File: src/rtl/ucs_pkg.sv
// Shared constants, command codes and status struct for the UCB1 child selector.
// No dependencies; imported by every other file of the block.
package ucs_pkg;

   localparam int MAX_CHILDREN_DEF = 64;
   localparam int FRAC_BITS_DEF    = 16;

   localparam int N_W          = 31;
   localparam int W_W          = 32;
   localparam int WEIGHT_W     = 18;
   localparam int LN_W         = 37;
   localparam int SQ_STEPS     = 32;
   localparam int SQRT_STEPS   = 31;
   localparam int CSR_ADDR_W   = 3;
   localparam int CSR_DATA_W   = 32;

   localparam logic [31:0]         LN2_Q32      = 32'd2977044472;
   localparam logic [WEIGHT_W-1:0] WEIGHT_RESET = 18'd25907;
   localparam logic                CSR_IDX_WEIGHT = 1'b0;

   typedef enum logic [4:0] {
      CMD_NOP,
      CMD_LOAD,
      CMD_DIVQ_LOAD,
      CMD_DIV_STEP,
      CMD_QSAVE,
      CMD_NORM,
      CMD_SQ_INIT,
      CMD_SQ_STEP,
      CMD_LN_F,
      CMD_LN_E,
      CMD_LN_SUM,
      CMD_DIVR_LOAD,
      CMD_SQRT_LOAD,
      CMD_SQRT_STEP,
      CMD_EXP_MUL,
      CMD_SCORE,
      CMD_FINISH
   } cmd_type;

   typedef struct packed {
      logic full;
      logic n_zero;
      logic tiny_parent;
      logic norm_done;
      logic last;
      logic out_busy;
   } stat_type;

endpackage

File: src/rtl/ucs_if.sv
// Valid/ready channel interfaces for the child beats and the result beats.
// Depends on ucs_pkg for field widths.
interface ucs_req_if import ucs_pkg::*; ();
   logic             valid;
   logic             ready;
   logic [N_W-1:0]   parent_visits;
   logic [N_W-1:0]   child_visits;
   logic [W_W-1:0]   child_wins;
   logic             last_child;

   modport source (output valid, parent_visits, child_visits, child_wins, last_child,
                   input ready);
   modport sink   (input valid, parent_visits, child_visits, child_wins, last_child,
                   output ready);
endinterface

interface ucs_rsp_if #(
   parameter int IDX_W   = 6,
   parameter int SCORE_W = 21
) ();
   logic               valid;
   logic               ready;
   logic [IDX_W-1:0]   best_index;
   logic [SCORE_W-1:0] best_score;

   modport source (output valid, best_index, best_score, input ready);
   modport sink   (input valid, best_index, best_score, output ready);
endinterface

File: src/rtl/ucs_csr.sv
// APB-style register file holding the exploration weight.
// Depends on ucs_pkg.
module ucs_csr import ucs_pkg::*; (
   input  logic                  clock,
   input  logic                  reset,
   input  logic                  psel,
   input  logic                  penable,
   input  logic                  pwrite,
   input  logic [CSR_ADDR_W-1:0] paddr,
   input  logic [CSR_DATA_W-1:0] pwdata,
   output logic [CSR_DATA_W-1:0] prdata,
   output logic                  pready,
   output logic [WEIGHT_W-1:0]   weight
);

   logic [WEIGHT_W-1:0] weight_ff;
   logic [WEIGHT_W-1:0] weight_in;

   always_comb begin
      weight_in = weight_ff;
      if (psel && penable && pwrite && (paddr[2] == CSR_IDX_WEIGHT)) begin
         weight_in = pwdata[WEIGHT_W-1:0];
      end
   end

   always_ff @(posedge clock) begin
      if (reset) begin
         weight_ff <= WEIGHT_RESET;
      end else begin
         weight_ff <= weight_in;
      end
   end

   assign prdata = (paddr[2] == CSR_IDX_WEIGHT) ?
                   {{(CSR_DATA_W-WEIGHT_W){1'b0}}, weight_ff} : '0;
   assign pready = 1'b1;
   assign weight = weight_ff;

endmodule

File: src/rtl/ucs_ctrl.sv
// Sequencer for the scoring of one child: issues datapath commands per cycle.
// Depends on ucs_pkg for command codes and the status struct.
module ucs_ctrl import ucs_pkg::*; #(
   parameter int FRAC_BITS = FRAC_BITS_DEF
) (
   input  logic     clock,
   input  logic     reset,
   input  logic     req_valid,
   output logic     req_ready,
   input  stat_type stat,
   output cmd_type  cmd
);

   localparam int DW = 32 + FRAC_BITS;
   localparam int CW = $clog2(DW);
   localparam logic [CW-1:0] DIV_LAST  = CW'(DW - 1);
   localparam logic [CW-1:0] SQ_LAST   = CW'(SQ_STEPS - 1);
   localparam logic [CW-1:0] SQRT_LAST = CW'(SQRT_STEPS - 1);

   typedef enum logic [4:0] {
      S_IDLE, S_CHECK, S_QDIV, S_QSAVE, S_NORM, S_SQ_INIT, S_SQ, S_LN_F, S_LN_E,
      S_LN_SUM, S_RDIV_LOAD, S_RDIV, S_SQRT_LOAD, S_SQRT, S_EXP, S_SCORE, S_FINISH
   } state_type;

   state_type     state_ff, state_in;
   logic [CW-1:0] cnt_ff, cnt_in;

   always_comb begin
      state_in  = state_ff;
      cnt_in    = cnt_ff;
      cmd       = CMD_NOP;
      req_ready = 1'b0;
      unique case (state_ff)
         S_IDLE: begin
            req_ready = 1'b1;
            if (req_valid) begin
               cmd      = CMD_LOAD;
               state_in = S_CHECK;
            end
         end
         S_CHECK: begin
            if (stat.full) begin
               state_in = S_FINISH;
            end else if (stat.n_zero) begin
               state_in = S_SCORE;
            end else begin
               cmd      = CMD_DIVQ_LOAD;
               cnt_in   = '0;
               state_in = S_QDIV;
            end
         end
         S_QDIV: begin
            cmd    = CMD_DIV_STEP;
            cnt_in = cnt_ff + 1'b1;
            if (cnt_ff == DIV_LAST) begin
               state_in = S_QSAVE;
            end
         end
         S_QSAVE: begin
            cmd      = CMD_QSAVE;
            state_in = stat.tiny_parent ? S_LN_SUM : S_NORM;
         end
         S_NORM: begin
            cmd = CMD_NORM;
            if (stat.norm_done) begin
               state_in = S_SQ_INIT;
            end
         end
         S_SQ_INIT: begin
            cmd      = CMD_SQ_INIT;
            cnt_in   = '0;
            state_in = S_SQ;
         end
         S_SQ: begin
            cmd    = CMD_SQ_STEP;
            cnt_in = cnt_ff + 1'b1;
            if (cnt_ff == SQ_LAST) begin
               state_in = S_LN_F;
            end
         end
         S_LN_F: begin
            cmd      = CMD_LN_F;
            state_in = S_LN_E;
         end
         S_LN_E: begin
            cmd      = CMD_LN_E;
            state_in = S_LN_SUM;
         end
         S_LN_SUM: begin
            cmd      = CMD_LN_SUM;
            state_in = S_RDIV_LOAD;
         end
         S_RDIV_LOAD: begin
            cmd      = CMD_DIVR_LOAD;
            cnt_in   = '0;
            state_in = S_RDIV;
         end
         S_RDIV: begin
            cmd    = CMD_DIV_STEP;
            cnt_in = cnt_ff + 1'b1;
            if (cnt_ff == DIV_LAST) begin
               state_in = S_SQRT_LOAD;
            end
         end
         S_SQRT_LOAD: begin
            cmd      = CMD_SQRT_LOAD;
            cnt_in   = '0;
            state_in = S_SQRT;
         end
         S_SQRT: begin
            cmd    = CMD_SQRT_STEP;
            cnt_in = cnt_ff + 1'b1;
            if (cnt_ff == SQRT_LAST) begin
               state_in = S_EXP;
            end
         end
         S_EXP: begin
            cmd      = CMD_EXP_MUL;
            state_in = S_SCORE;
         end
         S_SCORE: begin
            cmd      = CMD_SCORE;
            state_in = S_FINISH;
         end
         S_FINISH: begin
            if (!(stat.last && stat.out_busy)) begin
               cmd      = CMD_FINISH;
               state_in = S_IDLE;
            end
         end
         default: begin
            state_in = S_IDLE;
         end
      endcase
   end

   always_ff @(posedge clock) begin
      if (reset) begin
         state_ff <= S_IDLE;
         cnt_ff   <= '0;
      end else begin
         state_ff <= state_in;
         cnt_ff   <= cnt_in;
      end
   end

endmodule

File: src/rtl/ucs_dp.sv
// Datapath: shared divider, multiplier, square-root unit, lead tracking, result register.
// Depends on ucs_pkg; driven by commands from ucs_ctrl.
module ucs_dp import ucs_pkg::*; #(
   parameter int MAX_CHILDREN = MAX_CHILDREN_DEF,
   parameter int FRAC_BITS    = FRAC_BITS_DEF,
   parameter int IW           = $clog2(MAX_CHILDREN),
   parameter int SW           = 5 + FRAC_BITS
) (
   input  logic                clock,
   input  logic                reset,
   input  cmd_type             cmd,
   output stat_type            stat,
   input  logic [WEIGHT_W-1:0] weight,
   input  logic [N_W-1:0]      parent_visits,
   input  logic [N_W-1:0]      child_visits,
   input  logic [W_W-1:0]      child_wins,
   input  logic                last_child,
   output logic                rsp_valid,
   input  logic                rsp_ready,
   output logic [IW-1:0]       best_index,
   output logic [SW-1:0]       best_score
);

   localparam int DW    = 32 + FRAC_BITS;
   localparam int SUM_W = DW + 1;
   localparam int CNTW  = $clog2(MAX_CHILDREN + 1);
   localparam int EXP_W = 20 + FRAC_BITS;
   localparam int SHR   = 44 - FRAC_BITS;

   logic [N_W-1:0]   n_ff;
   logic [W_W-1:0]   w_ff;
   logic             last_ff;
   logic             small_ff;
   logic [31:0]      x_ff;
   logic [4:0]       e_ff;
   logic [DW-1:0]    dvd_ff, quo_ff, q_ff;
   logic [31:0]      dvs_ff, rem_ff;
   logic [31:0]      frac_ff;
   logic [63:0]      prod_ff;
   logic [LN_W-1:0]  ln_ff;
   logic [61:0]      v_ff;
   logic [32:0]      srem_ff;
   logic [30:0]      root_ff;
   logic [SW-1:0]    score_ff;
   logic [CNTW-1:0]  count_ff;
   logic [IW-1:0]    lead_idx_ff;
   logic [SW-1:0]    lead_score_ff;
   logic             have_lead_ff;
   logic             rsp_valid_ff;
   logic [IW-1:0]    rsp_idx_ff;
   logic [SW-1:0]    rsp_score_ff;

   logic [32:0]      rem_sh;
   logic             div_ge;
   logic [32:0]      rem_diff;
   logic [32:0]      sq_t;
   logic [31:0]      m_next;
   logic [34:0]      srem_sh, trial, srem_diff;
   logic             sqrt_ge;
   logic [31:0]      mul_a, mul_b;
   logic [SUM_W-1:0] total, q_ext, diff;
   logic [SW-1:0]    score_calc;
   logic             full, upd;
   logic [IW-1:0]    new_idx;
   logic [SW-1:0]    new_score;

   assign full = count_ff >= CNTW'(MAX_CHILDREN);

   assign rem_sh   = {rem_ff, dvd_ff[DW-1]};
   assign div_ge   = rem_sh >= {1'b0, dvs_ff};
   assign rem_diff = rem_sh - {1'b0, dvs_ff};

   assign sq_t   = prod_ff[63:31];
   assign m_next = sq_t[32] ? sq_t[32:1] : sq_t[31:0];

   assign srem_sh   = {srem_ff, v_ff[61:60]};
   assign trial     = {2'b00, root_ff, 2'b01};
   assign sqrt_ge   = srem_sh >= trial;
   assign srem_diff = srem_sh - trial;

   always_comb begin
      mul_a = prod_ff[31:0];
      mul_b = prod_ff[31:0];
      case (cmd)
         CMD_SQ_INIT: begin
            mul_a = x_ff;
            mul_b = x_ff;
         end
         CMD_SQ_STEP: begin
            mul_a = m_next;
            mul_b = m_next;
         end
         CMD_LN_F: begin
            mul_a = frac_ff;
            mul_b = LN2_Q32;
         end
         CMD_LN_E: begin
            mul_a = {27'd0, e_ff};
            mul_b = LN2_Q32;
         end
         CMD_EXP_MUL: begin
            mul_a = {{(32-WEIGHT_W){1'b0}}, weight};
            mul_b = {1'b0, root_ff};
         end
         default: begin
         end
      endcase
   end

   always_comb begin
      total = SUM_W'(prod_ff[63:SHR]) + (SUM_W'(1) << FRAC_BITS);
      q_ext = SUM_W'(q_ff);
      diff  = total - q_ext;
      if (n_ff == '0) begin
         score_calc = '1;
      end else if (q_ext >= total) begin
         score_calc = '0;
      end else if (diff[SUM_W-1:SW] != '0) begin
         score_calc = '1;
      end else begin
         score_calc = diff[SW-1:0];
      end
   end

   assign upd       = !full && (!have_lead_ff || (score_ff > lead_score_ff));
   assign new_idx   = upd ? count_ff[IW-1:0] : lead_idx_ff;
   assign new_score = upd ? score_ff : lead_score_ff;

   always_ff @(posedge clock) begin
      case (cmd)
         CMD_LOAD: begin
            n_ff     <= child_visits;
            w_ff     <= child_wins;
            last_ff  <= last_child;
            small_ff <= parent_visits <= N_W'(1);
            x_ff     <= {1'b0, parent_visits};
            e_ff     <= 5'd31;
         end
         CMD_DIVQ_LOAD: begin
            dvd_ff <= {w_ff, {FRAC_BITS{1'b0}}};
            dvs_ff <= {n_ff, 1'b0};
            rem_ff <= '0;
         end
         CMD_DIVR_LOAD: begin
            dvd_ff <= DW'(ln_ff);
            dvs_ff <= {1'b0, n_ff};
            rem_ff <= '0;
         end
         CMD_DIV_STEP: begin
            dvd_ff <= {dvd_ff[DW-2:0], 1'b0};
            quo_ff <= {quo_ff[DW-2:0], div_ge};
            rem_ff <= div_ge ? rem_diff[31:0] : rem_sh[31:0];
         end
         CMD_QSAVE: begin
            q_ff <= quo_ff;
         end
         CMD_NORM: begin
            if (!x_ff[31]) begin
               x_ff <= {x_ff[30:0], 1'b0};
               e_ff <= e_ff - 1'b1;
            end
         end
         CMD_SQ_INIT: begin
            prod_ff <= mul_a * mul_b;
            frac_ff <= '0;
         end
         CMD_SQ_STEP: begin
            prod_ff <= mul_a * mul_b;
            frac_ff <= {frac_ff[30:0], sq_t[32]};
         end
         CMD_LN_F: begin
            prod_ff <= mul_a * mul_b;
         end
         CMD_LN_E: begin
            prod_ff <= mul_a * mul_b;
            ln_ff   <= LN_W'(prod_ff[63:32]);
         end
         CMD_LN_SUM: begin
            ln_ff <= small_ff ? '0 : ln_ff + prod_ff[LN_W-1:0];
         end
         CMD_SQRT_LOAD: begin
            v_ff    <= {1'b0, quo_ff[LN_W-1:0], 24'd0};
            srem_ff <= '0;
            root_ff <= '0;
         end
         CMD_SQRT_STEP: begin
            v_ff    <= {v_ff[59:0], 2'b00};
            srem_ff <= sqrt_ge ? srem_diff[32:0] : srem_sh[32:0];
            root_ff <= {root_ff[29:0], sqrt_ge};
         end
         CMD_EXP_MUL: begin
            prod_ff <= mul_a * mul_b;
         end
         CMD_SCORE: begin
            score_ff <= score_calc;
         end
         default: begin
         end
      endcase
   end

   always_ff @(posedge clock) begin
      if (reset) begin
         count_ff      <= '0;
         lead_idx_ff   <= '0;
         lead_score_ff <= '0;
         have_lead_ff  <= 1'b0;
         rsp_valid_ff  <= 1'b0;
      end else begin
         if ((cmd == CMD_FINISH) && last_ff) begin
            rsp_valid_ff <= 1'b1;
         end else if (rsp_valid_ff && rsp_ready) begin
            rsp_valid_ff <= 1'b0;
         end
         if (cmd == CMD_FINISH) begin
            if (last_ff) begin
               count_ff      <= '0;
               lead_idx_ff   <= '0;
               lead_score_ff <= '0;
               have_lead_ff  <= 1'b0;
            end else begin
               lead_idx_ff   <= new_idx;
               lead_score_ff <= new_score;
               have_lead_ff  <= have_lead_ff || upd;
               if (!full) begin
                  count_ff <= count_ff + 1'b1;
               end
            end
         end
      end
   end

   always_ff @(posedge clock) begin
      if ((cmd == CMD_FINISH) && last_ff) begin
         rsp_idx_ff   <= new_idx;
         rsp_score_ff <= new_score;
      end
   end

   assign stat.full        = full;
   assign stat.n_zero      = (n_ff == '0);
   assign stat.tiny_parent = small_ff;
   assign stat.norm_done   = x_ff[31];
   assign stat.last        = last_ff;
   assign stat.out_busy    = rsp_valid_ff && !rsp_ready;

   assign rsp_valid  = rsp_valid_ff;
   assign best_index = rsp_idx_ff;
   assign best_score = rsp_score_ff;

   a_list_close: assert property (@(posedge clock) disable iff (reset)
      (cmd == CMD_FINISH) && last_ff |=> rsp_valid_ff && (count_ff == '0) && !have_lead_ff)
      else $error("list close did not post a result and clear the lead");

   a_count_step: assert property (@(posedge clock) disable iff (reset)
      (cmd == CMD_FINISH) && !last_ff && !full |=>
      count_ff == CNTW'($past(count_ff) + 1'b1))
      else $error("child count did not advance");

   a_overflow_hold: assert property (@(posedge clock) disable iff (reset)
      (cmd == CMD_FINISH) && !last_ff && full |=> $stable(lead_score_ff) && $stable(count_ff))
      else $error("lead changed on a child past the list limit");

endmodule

File: src/rtl/uct_child_select.sv
// Top level of the UCB1 child selector: register port, sequencer and datapath.
// Depends on ucs_pkg, ucs_if, ucs_csr, ucs_ctrl and ucs_dp.
//
// Usage: send a node's children as beats on req, one child per beat, with
// last_child set on the final one. Each child is scored by UCB1 in unsigned
// Q5.FRAC_BITS; on the last beat one rsp beat carries the index and score of
// the first child with the strictly highest score. Unvisited children score
// all ones. Children beyond MAX_CHILDREN are ignored but still close a list.
// One child is in work at a time. A visited child passes in order through
// the first pass of the bit-serial divider, the normalize shift of the parent
// count (1 to 30 places), the 32 squarings of the logarithm, the second
// divider pass, the square root and the score; when the parent count is 0 or
// 1 the shift and the squarings are skipped. An unvisited child goes straight
// to the score, an overflowing one straight to the finish. The result appears
// in the cycle after the last child finishes and waits in an output register;
// while the receiver stalls, further children are taken and scored, and only
// the next last child holds until the previous result beat is taken. Reset
// clears the running list and the result valid flag and loads the exploration
// weight with its default; the weight is written over the APB port at any
// address with paddr[2] clear (0 to 3).
module uct_child_select import ucs_pkg::*; #(
   parameter int MAX_CHILDREN = MAX_CHILDREN_DEF,
   parameter int FRAC_BITS    = FRAC_BITS_DEF
) (
   input  logic                  clock,
   input  logic                  reset,
   ucs_req_if.sink               req,
   ucs_rsp_if.source             rsp,
   input  logic                  psel,
   input  logic                  penable,
   input  logic                  pwrite,
   input  logic [CSR_ADDR_W-1:0] paddr,
   input  logic [CSR_DATA_W-1:0] pwdata,
   output logic [CSR_DATA_W-1:0] prdata,
   output logic                  pready
);

   localparam int IW = $clog2(MAX_CHILDREN);
   localparam int SW = 5 + FRAC_BITS;

   logic [WEIGHT_W-1:0] weight;
   cmd_type             cmd;
   stat_type            stat;
   logic                ready;

   ucs_csr u_csr (
      .clock   (clock),
      .reset   (reset),
      .psel    (psel),
      .penable (penable),
      .pwrite  (pwrite),
      .paddr   (paddr),
      .pwdata  (pwdata),
      .prdata  (prdata),
      .pready  (pready),
      .weight  (weight)
   );

   ucs_ctrl #(.FRAC_BITS(FRAC_BITS)) u_ctrl (
      .clock     (clock),
      .reset     (reset),
      .req_valid (req.valid),
      .req_ready (ready),
      .stat      (stat),
      .cmd       (cmd)
   );

   ucs_dp #(
      .MAX_CHILDREN (MAX_CHILDREN),
      .FRAC_BITS    (FRAC_BITS),
      .IW           (IW),
      .SW           (SW)
   ) u_dp (
      .clock         (clock),
      .reset         (reset),
      .cmd           (cmd),
      .stat          (stat),
      .weight        (weight),
      .parent_visits (req.parent_visits),
      .child_visits  (req.child_visits),
      .child_wins    (req.child_wins),
      .last_child    (req.last_child),
      .rsp_valid     (rsp.valid),
      .rsp_ready     (rsp.ready),
      .best_index    (rsp.best_index),
      .best_score    (rsp.best_score)
   );

   assign req.ready = ready;

   a_one_in_flight: assert property (@(posedge clock) disable iff (reset)
      req.valid && req.ready |=> !req.ready)
      else $error("new child beat taken while one is in work");

endmodule
File: src/flat_wrapper.sv
// flat-port wrapper written by rule: the top's interface ports become plain ports
module uct_child_select_flat import ucs_pkg::*;
#(
   parameter int MAX_CHILDREN = MAX_CHILDREN_DEF,
   parameter int FRAC_BITS    = FRAC_BITS_DEF
)
  (clock, reset, psel, penable, pwrite, paddr, pwdata, prdata, pready, req_valid, req_parent_visits, req_child_visits, req_child_wins, req_last_child, req_ready, rsp_valid, rsp_best_index, rsp_best_score, rsp_ready);
  ucs_req_if req_i ();
  ucs_rsp_if rsp_i ();
  input  logic clock;
  input  logic reset;
  input  logic psel;
  input  logic penable;
  input  logic pwrite;
  input  logic [CSR_ADDR_W-1:0] paddr;
  input  logic [CSR_DATA_W-1:0] pwdata;
  output logic [CSR_DATA_W-1:0] prdata;
  output logic pready;
  input wire logic [$bits(req_i.valid)-1:0] req_valid;
  input wire logic [$bits(req_i.parent_visits)-1:0] req_parent_visits;
  input wire logic [$bits(req_i.child_visits)-1:0] req_child_visits;
  input wire logic [$bits(req_i.child_wins)-1:0] req_child_wins;
  input wire logic [$bits(req_i.last_child)-1:0] req_last_child;
  output wire logic [$bits(req_i.ready)-1:0] req_ready;
  output wire logic [$bits(rsp_i.valid)-1:0] rsp_valid;
  output wire logic [$bits(rsp_i.best_index)-1:0] rsp_best_index;
  output wire logic [$bits(rsp_i.best_score)-1:0] rsp_best_score;
  input wire logic [$bits(rsp_i.ready)-1:0] rsp_ready;
  assign req_i.valid = req_valid;
  assign req_i.parent_visits = req_parent_visits;
  assign req_i.child_visits = req_child_visits;
  assign req_i.child_wins = req_child_wins;
  assign req_i.last_child = req_last_child;
  assign req_ready = req_i.ready;
  assign rsp_valid = rsp_i.valid;
  assign rsp_best_index = rsp_i.best_index;
  assign rsp_best_score = rsp_i.best_score;
  assign rsp_i.ready = rsp_ready;
  uct_child_select #(.MAX_CHILDREN(MAX_CHILDREN), .FRAC_BITS(FRAC_BITS)) u_core (.clock(clock), .reset(reset), .req(req_i), .rsp(rsp_i), .psel(psel), .penable(penable), .pwrite(pwrite), .paddr(paddr), .pwdata(pwdata), .prdata(prdata), .pready(pready));
endmodule
File: config.mk
export PLATFORM = sky130hd
export DESIGN_NAME = uct_child_select_flat
export DESIGN_NICKNAME = d
export VERILOG_FILES = /design/src/rtl/ucs_pkg.sv /design/src/rtl/ucs_if.sv /design/src/rtl/ucs_csr.sv /design/src/rtl/ucs_ctrl.sv /design/src/rtl/ucs_dp.sv /design/src/rtl/uct_child_select.sv /design/src/flat_wrapper.sv
export SDC_FILE = /design/constraint.sdc
export NUM_CORES = 2
export LEC_CHECK = 0
export BUFFER_PORTS_ARGS = -buffer_cell sky130_fd_sc_hd__clkbuf_2
export CAP_MARGIN = 20
export CORE_ASPECT_RATIO = 0.8
export CORE_UTILIZATION = 50
export CTS_CLUSTER_SIZE = 24
export DETAILED_ROUTE_END_ITERATION = 16
export PLACE_DENSITY = 0.69
export SYNTH_ARGS = -nofsm -noshare
export SYNTH_HDL_FRONTEND = slang
export SYNTH_HIERARCHICAL = 1
export SYNTH_SLANG_ARGS = --single-unit
File: constraint.sdc
create_clock -name clock -period 10.55 [get_ports clock]
set_input_delay 0 -clock clock [delete_from_list [all_inputs] [get_ports clock]]
set_output_delay 0 -clock clock [all_outputs]
set_load 0.1 [all_outputs]
==> reports/results.ini <==
[die]
die_w_um=414
row_count=120
die-area_um2=137000
die_h_um=332
pin_count=199
fp.coreArea_um2=134000
start_util_pct=50.6

[yosys]
synth_xor_area_share_pct=2.50
synth-compound-area-share_pct=9.84
synth_fa_ha_area_share_pct=34.4
synth_largest_area_cell=fa_1
synth.top_cell.area_share_pct=26.5
syn-cell-area_um2=67900
synth_cell_types=98
synthMuxAreaShare_pct=2.43
synth.yosys.seq_area_share_pct=28.1
async_flop_share_pct=0
ys_top_cells_by_count=inv_1 (1034), nand2_1 (908), fa_1 (899), nor2_1 (841), edfxtp_1 (593)
synth.most_common_cell=inv_1
synth-edff-count=593
synth_top_family_by_area=adder cells
syn_area_per_cell_um2=9.60
yosys_register_bits=658
yosys_most_used_dff=edfxtp_1
synth_warnings=6
synth-simple-area-share_pct=14.7
syn_inst=7070
synth_area_leaders=fa_1 (27%), edfxtp_1 (26%), ha_1 (7.9%), inv_1 (5.7%), nand2_1 (5.0%)

[route]
drtAntennaViolNets=0
routed_wl_um=227000
first_iter_violations=5977
wl_per_cell_um=23.6
vias=55270
drc=0
firstDrtPassIters=7
via_per_inst=5.75

[timing]
hold_viol_final=0
rsz0062_at_grt=true
setup_violations=0
tightest_slew_ps=1120
finClkSkew_ps=29.2
fmax_ghz=0.0969
relSlewSlack_pct=25.4
min_period_over_period_pct=97.9
fin_crit_ps=10330
finalMaxSlewViolations=0

[setup_path]
cp-end-kind=flop
start_kind=flop
crit_fanout=9
cp_slowest_cell=fa_1
critPathMaxStageDelay_ps=580
cp_num_cells=42
path_delay_family=adder cells
cp.arrival_ps=10700
path_class=reg2reg
path_buf_inv=9
crit_path_frequent_cell=fa_1
r2r_cells=42
cp.required_ps=10930

[place]
port_buffers=167
place.gp.congestion=1.11
dpl.hpwl_um=183000

[grt]
grt_max_degree=69
track_usage_pct=33.0
overflow=0
antenna_found_initial=11
grt_pass1_wl_um=339000
grt_pass1_vias=54213

[cts]
numCtsBuffers=57
clk_latency_ps=640
cts_root_buf=clkbuf_16
clk_pin_slew_ps=70
tritoncts=done
cts.sinks=658
ctsHtreeMaxLevel=2
clock_path_buffers=3

[status]
outcome=finished clean

[min_path]
min_path_cells=5
hold_class=in2reg

[cells_and_area]
layout.nets=9255
drive_gt1_share_pct=15.9
synthToLayoutAreaGrowth_pct=17.4
final_core_util_pct=59.4

[run]
maxCapViolCount=0

-- cell type report --
cell class,count,area (um2)
clock buffers,66,1520
clock inverters,39,443
diodes,4,10.0
multi-input cells,5028,44200
repair buffers,1010,8300
fillers,11409,54500
inverters,1036,3900
flip-flops and latches,658,19100
well taps,1769,2210
-- what timing repair did --
| item | CTS | global route |
|---|---|---|
| hold buffers | 115 | 0 |
| resized for setup | 24 | 104 |
| endpoints found under the hold margin | 122 | 0 |
| buffers inserted | 0 | 9 |
| cloned | 0 | 2 |
| endpoints found under the setup margin | 14 | 26 |
| pin swaps | 4 | 22 |
-- per-stage QoR --
step / instance area (um2) / cells / worst slack [ps] / hold WS, ps / setup TNS, ps
2_1_floorplan: 67900 / 7083 / 255 / 69.1 / 0
3_3_place_gp: 75800 / 9370 / -162 / 179 / -561
3_5_place_dp: 75800 / 9371 / -346 / 179 / -2630
4_1_cts: 79000 / 9591 / 21.8 / 41.7 / 0
5_1_grt: 79700 / 9608 / -93.3 / 74.0 / -344
6_report: 79700 / 9610 / 225 / 84.8 / 0
-- placed cells by master, fill, tap and decap left out, types with 21 or more instances in the layout --
cell,synthesis,routed
o21a_1,50,49
buf_12,1,62
a211oi_1,26,23
xnor2_1,113,113
o211ai_1,21,21
a31oi_1,23,21
xor2_1,81,81
dlygate4sd3_1,0,115
nand3_1,75,73
inv_1,1034,1033
nand2b_1,84,83
clkbuf_16,0,61
o21ai_1,22,28
and2_1,62,62
and3_1,32,30
clkbuf_2,0,167
a21o_1,115,115
mux2i_1,110,110
a21oi_2,20,34
fa_1,899,892
edfxtp_1,593,593
nor2_1,841,820
a22o_1,35,35
buf_4,21,656
nor3_1,46,41
ha_1,428,424
dfxtp_1,65,64
nand4_1,49,49
nor2b_1,55,55
o21ai_0,272,242
mux2_2,48,48
a21oi_1,262,245
nand2_1,908,904
-- layer usage --
| layer | vias to the layer above | routed length (um) | track usage, % |
|---|---|---|---|
| met3 | 419 | 27500 | 8.65 |
| met2 | 2921 | 95900 | 47.5 |
| met4 | 2 | 8770 | 10.1 |
| met5 | - | 13 | 0 |
| met1 | 27519 | 94500 | 48.5 |
| li1 | 24409 | - | - |
-- logic make-up (layout without fill, tap and decap cells) --
| family | after synthesis | in the layout |
|---|---|---|
| simple gates | 2296 | 2296 |
| other cells | 2 | 19 |
| xor+xnor | 194 | 194 |
| flops | 658 | 658 |
| fa+ha+maj | 1327 | 1327 |
| mux | 159 | 159 |
| buf+inv | 1397 | 2151 |
| compound gates | 1037 | 1037 |
-- path summary, 6_finish.rpt --
kind                               startpoint                                      to  slack [ps]
min reg2reg  u_core/u_dp/quo_ff[47]$_DFFE_PN_          u_core/u_dp/q_ff[47]$_DFFE_PN_         420
max reg2reg    u_core/u_dp/n_ff[29]$_DFFE_PP_       u_core/u_dp/prod_ff[62]$_DFFE_PP_         220
min                                 req_valid  u_core/u_ctrl/state_ff[2]$_SDFFE_PP0P_          80
max            u_core/u_dp/n_ff[29]$_DFFE_PP_       u_core/u_dp/prod_ff[62]$_DFFE_PP_         220
-- sequential cells by signal (all words and copies together), names as in the netlist, 21 cells and up --
register / cells
u_core/u_dp/rem_ff: 32
u_core/u_dp/prod_ff: 64
u_core/u_dp/dvd_ff: 48
u_core/u_dp/x_ff: 32
u_core/u_dp/ln_ff: 37
u_core/u_dp/frac_ff: 32
u_core/u_dp/quo_ff: 48
u_core/u_dp/lead_score_ff: 21
u_core/u_dp/score_ff: 21
u_core/u_dp/w_ff: 32
u_core/u_dp/n_ff: 31
u_core/u_dp/best_score: 21
u_core/u_dp/srem_ff: 33
u_core/u_dp/root_ff: 31
u_core/u_dp/q_ff: 48
u_core/u_dp/dvs_ff: 32
u_core/u_dp/v_ff: 38
-- tightest hold or removal path, cell delays in order --
cell	delay (ps)
clkbuf_2	90
mux2i_1	150
nand3_1	90
nand4_1	220
mux2i_1	100
Power is left out: the tool's default activity adds up to more than one toggle a clock period on the data nets, which glitch-free logic cannot reach.
